[config.mk]
export PLATFORM = sky130hd
export DESIGN_NAME = level_priority_scheduler_flat
export DESIGN_NICKNAME = d
export VERILOG_FILES = /design/src/rtl/core/lps_pkg.sv /design/src/rtl/core/lps_stream_if.sv /design/src/rtl/core/level_priority_scheduler.sv /design/src/rtl/core/lps_ram.sv /design/src/rtl/core/lps_front.sv /design/src/rtl/core/lps_cmd_queue.sv /design/src/rtl/core/lps_back.sv /design/src/flat_wrapper.sv
export VERILOG_INCLUDE_DIRS = /design/src /design/src/rtl/core
export SDC_FILE = /design/constraint.sdc
export NUM_CORES = 2
export LEC_CHECK = 0
export BUFFER_PORTS_ARGS = -buffer_cell sky130_fd_sc_hd__buf_2
export CAP_MARGIN = 30
export CORE_MARGIN = 3
export CORE_UTILIZATION = 50
export CTS_BUF_LIST = sky130_fd_sc_hd__clkbuf_8
export DETAILED_ROUTE_END_ITERATION = 6
export PLACE_DENSITY = 0.76
export SLEW_MARGIN = 10
export SYNTH_ARGS = -nofsm -noshare
export SYNTH_HDL_FRONTEND = slang
export SYNTH_SLANG_ARGS = --single-unit
[constraint.sdc]
create_clock -name clk -period 7.3 [get_ports clk]
set_input_delay 1.095 -clock clk [delete_from_list [all_inputs] [get_ports clk]]
set_output_delay 1.095 -clock clk [all_outputs]
set_load 0.05 [all_outputs]
[src/rtl/core/level_priority_scheduler_macros.svh]
// Assertion helpers used by the scheduler top module.
`ifndef LEVEL_PRIORITY_SCHEDULER_MACROS_SVH
`define LEVEL_PRIORITY_SCHEDULER_MACROS_SVH

// Checked on every clock edge outside of reset.
`define LPS_ASSERT_CLK(name, prop, msg) \
  name: assert property (@(posedge clk) disable iff (!rst_n) prop) else $error(msg);

// Checked on every clock edge, reset included.
`define LPS_ASSERT_ALWAYS(name, prop, msg) \
  name: assert property (@(posedge clk) prop) else $error(msg);

`endif

[src/rtl/core/lps_pkg.sv]
package lps_pkg;

  localparam int ID_W  = 6;
  localparam int LVL_W = 7;
  localparam int ORD_W = 32;

  localparam int NUM_ENTRIES_DEF     = 64;
  localparam int MAX_LEVEL_DEF       = 100;
  localparam int CMD_QUEUE_DEPTH_DEF = 2;

  localparam logic [LVL_W-1:0] FLOOR_RESET = 7'd30;

  // Configuration port.
  localparam int CFG_AW = 3;
  localparam int CFG_DW = 32;
  localparam logic [CFG_AW-3:0] REG_IDX_FLOOR = 1'b0;

  typedef enum logic [1:0] {
    REQ_ARRIVE = 2'd0,
    REQ_RAISE  = 2'd1,
    REQ_REMOVE = 2'd2,
    REQ_QUERY  = 2'd3
  } req_code_t;

  typedef struct packed {
    logic [1:0]       req_type;
    logic [ID_W-1:0]  entry_id;
    logic [LVL_W-1:0] level;
    logic [LVL_W-1:0] increment;
  } req_t;

  typedef struct packed {
    logic            status;
    logic [ID_W-1:0] served_id;
  } rsp_t;

  // Classified command passed from the front end to the execution unit.
  typedef struct packed {
    req_code_t        op;
    logic [ID_W-1:0]  id;
    logic [LVL_W-1:0] level;
    logic [LVL_W-1:0] increment;
  } cmd_t;

  // One table entry as stored in the entry RAM.
  typedef struct packed {
    logic [LVL_W-1:0] lvl;
    logic [ORD_W-1:0] ord;
  } entry_t;

  typedef struct packed {
    logic scan_busy;
    logic in_result;
  } bk_stat_t;

endpackage

[src/rtl/core/lps_stream_if.sv]
interface lps_stream_if #(
  parameter type payload_t = logic
);
  logic     valid;
  logic     ready;
  payload_t payload;

  modport source (output valid, output payload, input ready);
  modport sink   (input valid, input payload, output ready);
endinterface

[src/rtl/core/level_priority_scheduler.sv]
// Priority scheduler over a table of NUM_ENTRIES waiting entries indexed by entry id.
// Requests enter on in_chan and are classified into a short command queue; the execution
// unit behind it keeps levels and arrival numbers in a single-port-read entry RAM and the
// waiting flags in flip-flops. Arrive and remove complete in the execution unit's idle state;
// raise reads the entry, then writes it back in a raise state. A query walks the RAM one entry
// per cycle, over NUM_ENTRIES entries (at most 64), and returns one beat on out_chan;
// the other requests return nothing. A finished result waits in the output register
// while the next requests are accepted. The floor min_served_level is written through
// the APB port at byte address 0 and resets to 30; write it only while the block is idle.
`include "level_priority_scheduler_macros.svh"

module level_priority_scheduler #(
  parameter int NUM_ENTRIES     = lps_pkg::NUM_ENTRIES_DEF,
  parameter int MAX_LEVEL       = lps_pkg::MAX_LEVEL_DEF,
  parameter int CMD_QUEUE_DEPTH = lps_pkg::CMD_QUEUE_DEPTH_DEF
) (
  input  logic                        clk,
  input  logic                        rst_n,
  lps_stream_if.sink                  in_chan,
  lps_stream_if.source                out_chan,
  input  logic                        psel,
  input  logic                        penable,
  input  logic                        pwrite,
  input  logic [lps_pkg::CFG_AW-1:0]  paddr,
  input  logic [lps_pkg::CFG_DW-1:0]  pwdata,
  output logic [lps_pkg::CFG_DW-1:0]  prdata,
  output logic                        pready
);
  logic [lps_pkg::LVL_W-1:0] floor_r;
  logic                      floor_sel;

  logic                      q_push;
  lps_pkg::cmd_t             q_push_cmd;
  logic                      q_full;
  logic                      cmd_pop;
  logic                      cmd_valid;
  lps_pkg::cmd_t             cmd;
  lps_pkg::rsp_t             rsp;
  lps_pkg::bk_stat_t         bk_stat;

  assign floor_sel = paddr[lps_pkg::CFG_AW-1:2] == lps_pkg::REG_IDX_FLOOR;
  assign pready    = 1'b1;
  assign prdata    = floor_sel ? lps_pkg::CFG_DW'(floor_r) : '0;

  always_ff @(posedge clk) begin
    if (!rst_n) begin
      floor_r <= lps_pkg::FLOOR_RESET;
    end else if (psel && penable && pwrite && floor_sel) begin
      floor_r <= pwdata[lps_pkg::LVL_W-1:0];
    end
  end

  lps_front #(
    .NUM_ENTRIES (NUM_ENTRIES),
    .MAX_LEVEL   (MAX_LEVEL)
  ) u_front (
    .in_chan  (in_chan),
    .q_full   (q_full),
    .push     (q_push),
    .push_cmd (q_push_cmd)
  );

  lps_cmd_queue #(
    .DEPTH (CMD_QUEUE_DEPTH)
  ) u_queue (
    .clk      (clk),
    .rst_n    (rst_n),
    .push     (q_push),
    .push_cmd (q_push_cmd),
    .full     (q_full),
    .pop      (cmd_pop),
    .valid    (cmd_valid),
    .pop_cmd  (cmd)
  );

  lps_back #(
    .NUM_ENTRIES (NUM_ENTRIES),
    .MAX_LEVEL   (MAX_LEVEL)
  ) u_back (
    .clk       (clk),
    .rst_n     (rst_n),
    .floor_lvl (floor_r),
    .cmd_valid (cmd_valid),
    .cmd       (cmd),
    .cmd_pop   (cmd_pop),
    .rsp_valid (out_chan.valid),
    .rsp_ready (out_chan.ready),
    .rsp       (rsp),
    .stat      (bk_stat)
  );

  assign out_chan.payload = rsp;

  `LPS_ASSERT_ALWAYS(a_reset_clears_out, !rst_n |=> !out_chan.valid, "beat after reset")
  `LPS_ASSERT_CLK(a_no_pop_in_scan, bk_stat.scan_busy |-> !cmd_pop, "pop during scan")
  `LPS_ASSERT_CLK(a_scan_beat, $rose(out_chan.valid) |-> $past(bk_stat.in_result), "stray beat")
endmodule

[src/rtl/core/lps_ram.sv]
module lps_ram #(
  parameter int WIDTH = 8,
  parameter int DEPTH = 64
) (
  input  logic                     clk,
  input  logic                     we,
  input  logic [$clog2(DEPTH)-1:0] waddr,
  input  logic [WIDTH-1:0]         wdata,
  input  logic [$clog2(DEPTH)-1:0] raddr,
  output logic [WIDTH-1:0]         rdata
);
  logic [WIDTH-1:0] mem [DEPTH];
  logic [WIDTH-1:0] rdata_r;

  always_ff @(posedge clk) begin
    if (we) begin
      mem[waddr] <= wdata;
    end
    rdata_r <= mem[raddr];
  end

  assign rdata = rdata_r;
endmodule

[src/rtl/core/lps_front.sv]
module lps_front #(
  parameter int NUM_ENTRIES = lps_pkg::NUM_ENTRIES_DEF,
  parameter int MAX_LEVEL   = lps_pkg::MAX_LEVEL_DEF
) (
  lps_stream_if.sink    in_chan,
  input  logic          q_full,
  output logic          push,
  output lps_pkg::cmd_t push_cmd
);
  lps_pkg::req_code_t op;
  logic               id_ok;
  logic               keep;

  assign op    = lps_pkg::req_code_t'(in_chan.payload.req_type);
  assign id_ok = 32'(in_chan.payload.entry_id) < 32'(NUM_ENTRIES);

  // Updates to ids beyond the table are dropped here; queries always pass.
  assign keep = (op == lps_pkg::REQ_QUERY) || id_ok;

  assign in_chan.ready = !q_full;
  assign push          = in_chan.valid && !q_full && keep;

  always_comb begin
    push_cmd.op        = op;
    push_cmd.id        = in_chan.payload.entry_id;
    push_cmd.increment = in_chan.payload.increment;
    if (32'(in_chan.payload.level) > 32'(MAX_LEVEL)) begin
      push_cmd.level = lps_pkg::LVL_W'(MAX_LEVEL);
    end else begin
      push_cmd.level = in_chan.payload.level;
    end
  end
endmodule

[src/rtl/core/lps_cmd_queue.sv]
module lps_cmd_queue #(
  parameter int DEPTH = lps_pkg::CMD_QUEUE_DEPTH_DEF
) (
  input  logic          clk,
  input  logic          rst_n,
  input  logic          push,
  input  lps_pkg::cmd_t push_cmd,
  output logic          full,
  input  logic          pop,
  output logic          valid,
  output lps_pkg::cmd_t pop_cmd
);
  localparam int PW = $clog2(DEPTH);
  localparam int CW = $clog2(DEPTH + 1);

  lps_pkg::cmd_t  slots_r [DEPTH];
  logic [PW-1:0]  wptr_r;
  logic [PW-1:0]  rptr_r;
  logic [CW-1:0]  count_r;

  assign full    = count_r == CW'(DEPTH);
  assign valid   = count_r != '0;
  assign pop_cmd = slots_r[rptr_r];

  always_ff @(posedge clk) begin
    if (!rst_n) begin
      wptr_r  <= '0;
      rptr_r  <= '0;
      count_r <= '0;
    end else begin
      if (push) begin
        slots_r[wptr_r] <= push_cmd;
        wptr_r <= (wptr_r == PW'(DEPTH - 1)) ? '0 : wptr_r + 1'b1;
      end
      if (pop) begin
        rptr_r <= (rptr_r == PW'(DEPTH - 1)) ? '0 : rptr_r + 1'b1;
      end
      unique case ({push, pop})
        2'b10:   count_r <= count_r + 1'b1;
        2'b01:   count_r <= count_r - 1'b1;
        default: count_r <= count_r;
      endcase
    end
  end
endmodule

[src/rtl/core/lps_back.sv]
module lps_back #(
  parameter int NUM_ENTRIES = lps_pkg::NUM_ENTRIES_DEF,
  parameter int MAX_LEVEL   = lps_pkg::MAX_LEVEL_DEF
) (
  input  logic                      clk,
  input  logic                      rst_n,
  input  logic [lps_pkg::LVL_W-1:0] floor_lvl,
  input  logic                      cmd_valid,
  input  lps_pkg::cmd_t             cmd,
  output logic                      cmd_pop,
  output logic                      rsp_valid,
  input  logic                      rsp_ready,
  output lps_pkg::rsp_t             rsp,
  output lps_pkg::bk_stat_t         stat
);
  localparam int ID_SPAN = 2 ** lps_pkg::ID_W;
  localparam int DEPTH   = (NUM_ENTRIES < ID_SPAN) ? NUM_ENTRIES : ID_SPAN;
  localparam int ADDR_W  = $clog2(DEPTH);
  localparam int ENT_W   = $bits(lps_pkg::entry_t);
  localparam int LW      = lps_pkg::LVL_W;
  localparam int OW      = lps_pkg::ORD_W;

  typedef enum logic [2:0] {
    ST_IDLE,
    ST_RAISE,
    ST_SCAN,
    ST_FINISH,
    ST_RESULT
  } state_t;

  state_t              state_r;
  logic [DEPTH-1:0]    flags_r;
  logic [OW-1:0]       next_order_r;
  logic [ADDR_W-1:0]   raise_id_r;
  logic [LW-1:0]       raise_inc_r;
  logic [ADDR_W-1:0]   scan_cnt_r;
  logic                cmp_vld_r;
  logic                cmp_flag_r;
  logic [ADDR_W-1:0]   cmp_idx_r;
  logic                found_r;
  logic [ADDR_W-1:0]   best_id_r;
  logic [LW-1:0]       best_lvl_r;
  logic [OW-1:0]       best_ord_r;
  logic                rsp_valid_r;
  lps_pkg::rsp_t       rsp_r;

  logic [ADDR_W-1:0]   cmd_addr;
  logic                ram_we;
  logic [ADDR_W-1:0]   ram_waddr;
  lps_pkg::entry_t     ram_wentry;
  logic [ADDR_W-1:0]   ram_raddr;
  logic [ENT_W-1:0]    ram_rdata;
  lps_pkg::entry_t     cur;
  logic [LW:0]         raise_sum;
  logic [LW-1:0]       raise_lvl_nxt;
  logic                cmp_hit;
  logic                out_free;

  assign cmd_addr = cmd.id[ADDR_W-1:0];
  assign cmd_pop  = (state_r == ST_IDLE) && cmd_valid;
  assign cur      = lps_pkg::entry_t'(ram_rdata);
  assign out_free = !rsp_valid_r || rsp_ready;

  assign raise_sum     = {1'b0, cur.lvl} + {1'b0, raise_inc_r};
  assign raise_lvl_nxt = (32'(raise_sum) > 32'(MAX_LEVEL)) ? LW'(MAX_LEVEL)
                                                           : raise_sum[LW-1:0];

  // Ascending scan with a strict order compare, so equal orders keep the lowest id.
  assign cmp_hit = cmp_flag_r && (cur.lvl >= floor_lvl) &&
                   (!found_r || (cur.lvl > best_lvl_r) ||
                    ((cur.lvl == best_lvl_r) && (cur.ord < best_ord_r)));

  always_comb begin
    ram_we         = 1'b0;
    ram_waddr      = cmd_addr;
    ram_wentry.lvl = cmd.level;
    ram_wentry.ord = next_order_r;
    if (cmd_pop && (cmd.op == lps_pkg::REQ_ARRIVE)) begin
      ram_we = 1'b1;
    end else if (state_r == ST_RAISE) begin
      ram_we         = 1'b1;
      ram_waddr      = raise_id_r;
      ram_wentry.lvl = raise_lvl_nxt;
      ram_wentry.ord = cur.ord;
    end
  end

  assign ram_raddr = (state_r == ST_SCAN) ? scan_cnt_r : cmd_addr;

  lps_ram #(
    .WIDTH (ENT_W),
    .DEPTH (DEPTH)
  ) u_entry_ram (
    .clk   (clk),
    .we    (ram_we),
    .waddr (ram_waddr),
    .wdata (ENT_W'(ram_wentry)),
    .raddr (ram_raddr),
    .rdata (ram_rdata)
  );

  always_ff @(posedge clk) begin
    if (!rst_n) begin
      state_r      <= ST_IDLE;
      flags_r      <= '0;
      next_order_r <= '0;
      cmp_vld_r    <= 1'b0;
      found_r      <= 1'b0;
      rsp_valid_r  <= 1'b0;
    end else begin
      cmp_vld_r <= (state_r == ST_SCAN);

      // A new result may load in the same cycle as the old beat leaves.
      if ((state_r == ST_RESULT) && out_free) begin
        rsp_valid_r <= 1'b1;
      end else if (rsp_ready) begin
        rsp_valid_r <= 1'b0;
      end

      if (cmp_vld_r && cmp_hit) begin
        found_r    <= 1'b1;
        best_id_r  <= cmp_idx_r;
        best_lvl_r <= cur.lvl;
        best_ord_r <= cur.ord;
      end

      unique case (state_r)
        ST_IDLE: begin
          if (cmd_valid) begin
            unique case (cmd.op)
              lps_pkg::REQ_ARRIVE: begin
                flags_r[cmd_addr] <= 1'b1;
                if (next_order_r != '1) begin
                  next_order_r <= next_order_r + 1'b1;
                end
              end
              lps_pkg::REQ_RAISE: begin
                if (flags_r[cmd_addr]) begin
                  raise_id_r  <= cmd_addr;
                  raise_inc_r <= cmd.increment;
                  state_r     <= ST_RAISE;
                end
              end
              lps_pkg::REQ_REMOVE: begin
                flags_r[cmd_addr] <= 1'b0;
              end
              lps_pkg::REQ_QUERY: begin
                scan_cnt_r <= '0;
                found_r    <= 1'b0;
                state_r    <= ST_SCAN;
              end
            endcase
          end
        end
        ST_RAISE: begin
          state_r <= ST_IDLE;
        end
        ST_SCAN: begin
          cmp_idx_r  <= scan_cnt_r;
          cmp_flag_r <= flags_r[scan_cnt_r];
          scan_cnt_r <= scan_cnt_r + 1'b1;
          if (scan_cnt_r == ADDR_W'(DEPTH - 1)) begin
            state_r <= ST_FINISH;
          end
        end
        ST_FINISH: begin
          state_r <= ST_RESULT;
        end
        ST_RESULT: begin
          if (out_free) begin
            rsp_r.status    <= !found_r;
            rsp_r.served_id <= found_r ? lps_pkg::ID_W'(best_id_r) : '0;
            state_r         <= ST_IDLE;
          end
        end
        default: begin
          state_r <= ST_IDLE;
        end
      endcase
    end
  end

  assign rsp_valid      = rsp_valid_r;
  assign rsp            = rsp_r;
  assign stat.scan_busy = (state_r == ST_SCAN) || (state_r == ST_FINISH) ||
                          (state_r == ST_RESULT);
  assign stat.in_result = state_r == ST_RESULT;
endmodule

[src/flat_wrapper.sv]
// flat-port wrapper written by rule: the top's interface ports become plain ports
module level_priority_scheduler_flat 
#(
  parameter int NUM_ENTRIES     = lps_pkg::NUM_ENTRIES_DEF,
  parameter int MAX_LEVEL       = lps_pkg::MAX_LEVEL_DEF,
  parameter int CMD_QUEUE_DEPTH = lps_pkg::CMD_QUEUE_DEPTH_DEF
)
  (clk, rst_n, psel, penable, pwrite, paddr, pwdata, prdata, pready, in_chan_valid, in_chan_payload, in_chan_ready, out_chan_valid, out_chan_payload, out_chan_ready);
  lps_stream_if #(.payload_t(lps_pkg::req_t)) in_chan_i ();
  lps_stream_if #(.payload_t(lps_pkg::rsp_t)) out_chan_i ();
  input  logic clk;
  input  logic rst_n;
  input  logic psel;
  input  logic penable;
  input  logic pwrite;
  input  logic [lps_pkg::CFG_AW-1:0] paddr;
  input  logic [lps_pkg::CFG_DW-1:0] pwdata;
  output logic [lps_pkg::CFG_DW-1:0] prdata;
  output logic pready;
  input wire logic [$bits(in_chan_i.valid)-1:0] in_chan_valid;
  input wire logic [$bits(in_chan_i.payload)-1:0] in_chan_payload;
  output wire logic [$bits(in_chan_i.ready)-1:0] in_chan_ready;
  output wire logic [$bits(out_chan_i.valid)-1:0] out_chan_valid;
  output wire logic [$bits(out_chan_i.payload)-1:0] out_chan_payload;
  input wire logic [$bits(out_chan_i.ready)-1:0] out_chan_ready;
  assign in_chan_i.valid = in_chan_valid;
  assign in_chan_i.payload = in_chan_payload;
  assign in_chan_ready = in_chan_i.ready;
  assign out_chan_valid = out_chan_i.valid;
  assign out_chan_payload = out_chan_i.payload;
  assign out_chan_i.ready = out_chan_ready;
  level_priority_scheduler #(.NUM_ENTRIES(NUM_ENTRIES), .MAX_LEVEL(MAX_LEVEL), .CMD_QUEUE_DEPTH(CMD_QUEUE_DEPTH)) u_core (.clk(clk), .rst_n(rst_n), .in_chan(in_chan_i), .out_chan(out_chan_i), .psel(psel), .penable(penable), .pwrite(pwrite), .paddr(paddr), .pwdata(pwdata), .prdata(prdata), .pready(pready));
endmodule
# Word-level counts from Yosys, hierarchy flattened

Memory sizes are Yosys's and may differ from the RTL's. A register that Yosys moved wholly into a read port is not among the register bits.
Index checks and enable logic that the tools add are counted.

Add/sub/neg operators: 7
Magnitude comparators: 8
Equal/unequal tests: 19
Multiplexer cells: 42
Bitwise gates (word level): 4
Reduce and logical (&&, ||, !) cells: 33

Operator list:

| cell                  | number |
|---|---|
| $pmux 64 s2           | 1 |
| $mux 39               | 2 |
| $and 64x64->64        | 1 |
| $not 64->64           | 1 |
| $or 64x64->64         | 1 |
| $add 32x1->32 const B | 1 |
| $lt 32x32->1          | 1 |
| $ne 32x32->1 const B  | 1 |
| $mux 6                | 5 |
| $mux 7                | 3 |
| $mux 1                | 20 |
| $lt 6x7->1 const B    | 2 |
| $bmux 1 s6            | 2 |
| $logic_and 1x1->1     | 12 |
| $mux 3                | 4 |
| $pmux 3 s4            | 1 |
| $pmux 6 s2            | 1 |
| $reduce_and 5->1      | 2 |
| $reduce_bool 2->1     | 5 |
| $add 7x7->8           | 1 |
| $eq 2x2->1 const B    | 4 |
| $gt 8x7->1 const B    | 1 |
| $reduce_and 4->1      | 2 |
| $eq 7x7->1            | 1 |
| other kinds (27)      | 38 |

Register bits after elaboration: 191
Memory bits (writable): 2540
Output and inout port bits: 42
Memories: 2

Memories:

| memory                        | depth | width | read ports | clocked after memory_dff | wr ports | line                | source |
|---|---|---|---|---|---|---|---|
| u_core.u_back.u_entry_ram.mem | 64    | 39    | 1          | 1                        | 1        | lps_ram.sv:12       | `logic [WIDTH-1:0] mem [DEPTH];` |
| u_core.u_queue.slots_r        | 2     | 22    | 1          | 1                        | 1        | lps_cmd_queue.sv:16 | `lps_pkg::cmd_t slots_r [DEPTH];` |

# Longest topological paths before layout

Depth in word-level cells: 9
Gate-level depth with buffers: 14
Gate-level depth less buffers: 11

# Hierarchy

A second synthesis with hierarchy kept.

Cells, all modules: 5255
Area, all modules: 107725.8 sq um

Modules (own cells, without submodules):

| module                   | times used | cells each | area an instance (sq um) |
|---|---|---|---|
| lps_ram                  | 1          | 4059       | 95352.7 |
| lps_back                 | 1          | 1012       | 9818.2 |
| lps_cmd_queue            | 1          | 91         | 1803.0 |
| level_priority_scheduler | 1          | 66         | 571.8 |
| lps_front                | 1          | 27         | 180.2 |

# Worst setup path after synthesis

Ideal clock, no wire load.

Path kind: register to register
Start point: register u_core.u_back.u_entry_ram.rdata_r[32] (netlist: u_core.u_back.u_entry_ram.rdata[32]), read port of u_core.u_back.u_entry_ram.mem
End point: memory u_core.u_back.u_entry_ram.mem[0][34] (netlist name) (data pin)
Library setup time: 0.569 ns
Arrival time: 3.756 ns
Setup slack: 2.975 ns
Cell stages (with the launch flop): 12
Path buffers: 0
Clock period less this slack: 4.325 ns
Path through: dfxtp_1 > ha_1 > inv_1 > fa_1 > nor2b_1 > o21ai_0 > a21oi_1 > o21a_1 > nor2_1 > xnor2_1 > a311o_1 > a2bb2oi_1

RTL lines:

| what        | line          | source |
|---|---|---|
| from (decl) | lps_ram.sv:13 | `logic [WIDTH-1:0] rdata_r;` |
| to (decl)   | lps_ram.sv:12 |  |

==> flow_summary.json <==
{
  "status": "finished with violations",
  "violations": "DRC",
  "drt_iter0_markers": 10609,
  "ctsHoldBuffers": 0,
  "placedCellCount": 9893,
  "routed_wl_um": 302000,
  "synthesis.area_um2": 109000,
  "clock_sinks": 2771,
  "coreArea_um2": 216000,
  "grt_use_total_pct": 26.4,
  "grt_pass1_wl_um": 435000,
  "met2RoutedLength_um": 139000,
  "setup_viol": 0,
  "clock.fmax_ghz": 0.197,
  "wl_per_cell_um": 28.3,
  "drc": 8,
  "worstSetupPathType": "reg -> reg",
  "cts_tree": "yes",
  "min_path_cells": 1,
  "dieArea_um2": 224000,
  "num_vias": 67658,
  "min_path_type": "in -> reg",
  "met3_length_um": 40700,
  "cts.htree.levels": 5,
  "max-cap-violations": 0,
  "detailed_place_hpwl_um": 165000,
  "fin_skew_ns": 0.0756,
  "numCtsBuffers": 438,
  "start_util_pct": 50.6,
  "async_reset_ff_share_pct": 0,
  "synthCells": 7182,
  "power.leakage_nw": 41.5,
  "peakVddDrop_mv": 0.280,
  "avgViaCountPerCell": 6.34,
  "r2r_cells": 10,
  "die_x_um": 473,
  "synth_seq_cells": 2771,
  "worstHoldEndpoint": "u_core.u_queue.slots_r[0][1]",
  "worstMarginPinSlew_ns": 1.04,
  "dr.pass1.iters": 7,
  "fin_cells": 10678,
  "crit_fanout": 48,
  "yosys_most_used_dff": "edfxtp_1",
  "crit_path_end_kind": "flip-flop",
  "fin_crit_sh_pct": 69.5,
  "rows": 170,
  "grt_pass1_vias": 65579,
  "grt_overflow": 0,
  "min_from": "in_chan_payload[1]",
  "power_density_nw_per_um2": 334,
  "ys_seq_area_share_pct": 74.8,
  "die-height_um": 473,
  "synth-edff-count": 2618,
  "grt_max_degree": 143,
  "yosysTopAreaCell": "edfxtp_1",
  "clk_latency_ns": 1.12,
  "synth_top_area_share_pct": 72.0,
  "layout_min_cycle_time_ns": 5.07,
  "postCtsSetupBuffers": 0,
  "required_ns": 8.28,
  "ios": 106,
  "clockBufferDepth": 4,
  "gp_congestion": 0.872,
  "ant_nets": 0,
  "setup_tns_ns": 0,
  "grt_antenna_before_repair": 8,
  "synth_cell_types": 68,
  "nets": 7628,
  "rrSetupSlack_ns": 2.23,
  "drive_gt1_share_pct": 15.0,
  "finalMaxSlewViolations": 0,
  "wirelength_met1_um": 107000,
  "hold_viol": 0,
  "cp-start-kind": "flip-flop",
  "rsz0062_at_grt": "no",
  "ys_top_cells_by_area": "edfxtp_1 (72%), nand2_1 (4.9%), mux4_2 (3.8%)",
  "r2r-end": "u_core.u_back.u_entry_ram.rdata[12]",
  "areaGrowthSynthToFinish_pct": 12.7,
  "arrival_ns": 6.05,
  "top_layer": "met4",
  "syn_area_per_cell_um2": 15.2,
  "cts.clk_slew.worst_paths_ns": 0.07,
  "portBuffers": 52,
  "maxSlewHeadroom_pct": 28.9,
  "post_cts_resized": 0,
  "yosysWarnings": 0,
  "cts-root-buf": "clkbuf_8"
}
-- where the power goes --
group / switching (mW) / leakage [nW] / total [mW] / internal, mW
Combinational: 7.12 / 12.1 / 10.3 / 3.15
Sequential: 0.273 / 24.9 / 18.6 / 18.3
Clock: 5.94 / 4.53 / 12.2 / 6.25
-- critical path, cell delays in order (launching register included) --
cell	delay [ns]
dfxtp_1	0.30
buf_4	0.41
mux2i_2	0.28
buf_4	0.37
a21o_4	0.79
buf_12	0.37
buf_4	0.51
mux4_2	0.58
a2111oi_0	0.72
o22ai_1	0.24
o21a_1	0.23
-- cell usage after synthesis (33+ instances only) --
| master | count |
|---|---|
| a2111oi_0 | 150 |
| a21oi_1 | 647 |
| and2_1 | 43 |
| buf_1 | 33 |
| buf_2 | 100 |
| buf_4 | 33 |
| clkbuf_1 | 261 |
| dfxtp_1 | 153 |
| edfxtp_1 | 2618 |
| ha_1 | 55 |
| inv_1 | 69 |
| mux2i_1 | 404 |
| mux4_2 | 185 |
| nand2_1 | 1429 |
| nor2_1 | 168 |
| nor2b_1 | 80 |
| nor4_1 | 159 |
| o21a_1 | 40 |
| o21ai_0 | 59 |
| o221ai_1 | 36 |
| o22ai_1 | 208 |
-- cells by family (layout without fill, tap and decap cells) --
group / Yosys count / in the layout / share of synthesized area [%]
mux: 599 / 599 / 7.63
fa+ha+maj: 56 / 56 / 0.649
other cells: 2 / 42 / 0.00688
buf+inv: 515 / 1133 / 2.11
flops: 2771 / 2771 / 74.8
simple gates: 1980 / 1980 / 7.70
compound gates: 1222 / 1222 / 6.79
xor+xnor: 37 / 37 / 0.297
-- per-layer routing --
layer	track usage [%]	vias up
li1	-	28073
met1	35.3	33392
met2	40.4	5317
met3	6.62	876
met4	13.2	0
met5	0	-
-- layout by cell type, fill, tap and decap left out, drive strengths merged, types with 10 or more instances in the layout --
master   instances
a2111oi        150
a21o            19
a21oi          648
and2            43
buf            304
bufinv          13
clkbuf         461
clkinv         148
conb            26
dfxtp          153
diode           16
edfxtp        2618
ha              55
inv            202
mux2i          405
mux4           185
nand2         1429
nand3           30
nand4           16
nor2           168
nor2b           80
nor3            13
nor4           160
o21a            40
o21ai           67
o221ai          36
o22ai          208
or3             10
xnor2           24
xor2            13
-- metrics by stage --
| stage | util, % | cell area, um2 | worst slack, ns | power (mW) | hold slack, ns |
|---|---|---|---|---|---|
| detailed placement | 53.1 | 115000 | 2.19 | 28.8 | 0.408 |
| CTS | 56.8 | 123000 | 2.21 | 40.8 | 0.0984 |
| finish | 57.0 | 123000 | 2.23 | 41.0 | 0.183 |
| global route | 56.9 | 123000 | 2.05 | 42.3 | 0.147 |
| floorplan | - | 109000 | 2.97 | 24.9 | 0.400 |
| global placement | 52.7 | 114000 | 2.38 | 28.4 | 0.406 |
-- registers in the layout (all words and copies together) (netlist names), named ones only --
signal / cells
u_core.u_back.raise_inc_r: 7
u_core.u_queue.count_r: 2
u_core.u_back.rsp: 7
u_core.u_back.u_entry_ram.rdata: 39
u_core.u_back.best_ord_r: 32
u_core.u_back.raise_id_r: 6
u_core.u_back.found_r: 1
u_core.u_queue.wptr_r: 1
u_core.u_back.next_order_r: 32
u_core.u_back.rsp_valid: 1
u_core.u_back.state_r: 3
u_core.u_back.cmp_flag_r: 1
u_core.u_queue.slots_r: 44
u_core.u_back.cmp_vld_r: 1
u_core.u_back.u_entry_ram.mem: 2496
u_core.u_back.best_lvl_r: 7
u_core.floor_r: 7
u_core.u_queue.rptr_r: 1
u_core.u_back.best_id_r: 6
u_core.u_back.cmp_idx_r: 6
u_core.u_back.scan_cnt_r: 6
-- worst max path at each step --
stage                                         from                                   end  slack (ns)  depth (start not counted)
4_1_cts                   u_core.u_back.state_r[0]  u_core.u_back.u_entry_ram.mem[26][4]        2.21                          6
5_1_grt                                  flip-flop    u_core.u_back.u_entry_ram.rdata[0]        2.05                         10
2_1_floorplan  u_core.u_back.u_entry_ram.rdata[32]  u_core.u_back.u_entry_ram.mem[0][34]        2.97                         11
3_5_place_dp              u_core.u_back.state_r[0]  u_core.u_back.u_entry_ram.mem[26][0]        2.19                          6
3_3_place_gp                             flip-flop    u_core.u_back.u_entry_ram.rdata[0]        2.38                         10
6_report                                 flip-flop   u_core.u_back.u_entry_ram.rdata[12]        2.23                         10
-- layout make-up --
cell class,instances,area (um2)
tap,2838,3550
inverter,72,270
timing repair buffer,305,3280
clock buffer,461,6340
sequential,2771,81700
fill,15677,92900
clock inverter,295,1560
multi-input combinational,3920,26300
antenna,16,40.0
No activity file was read; power rests on OpenSTA's default activity.
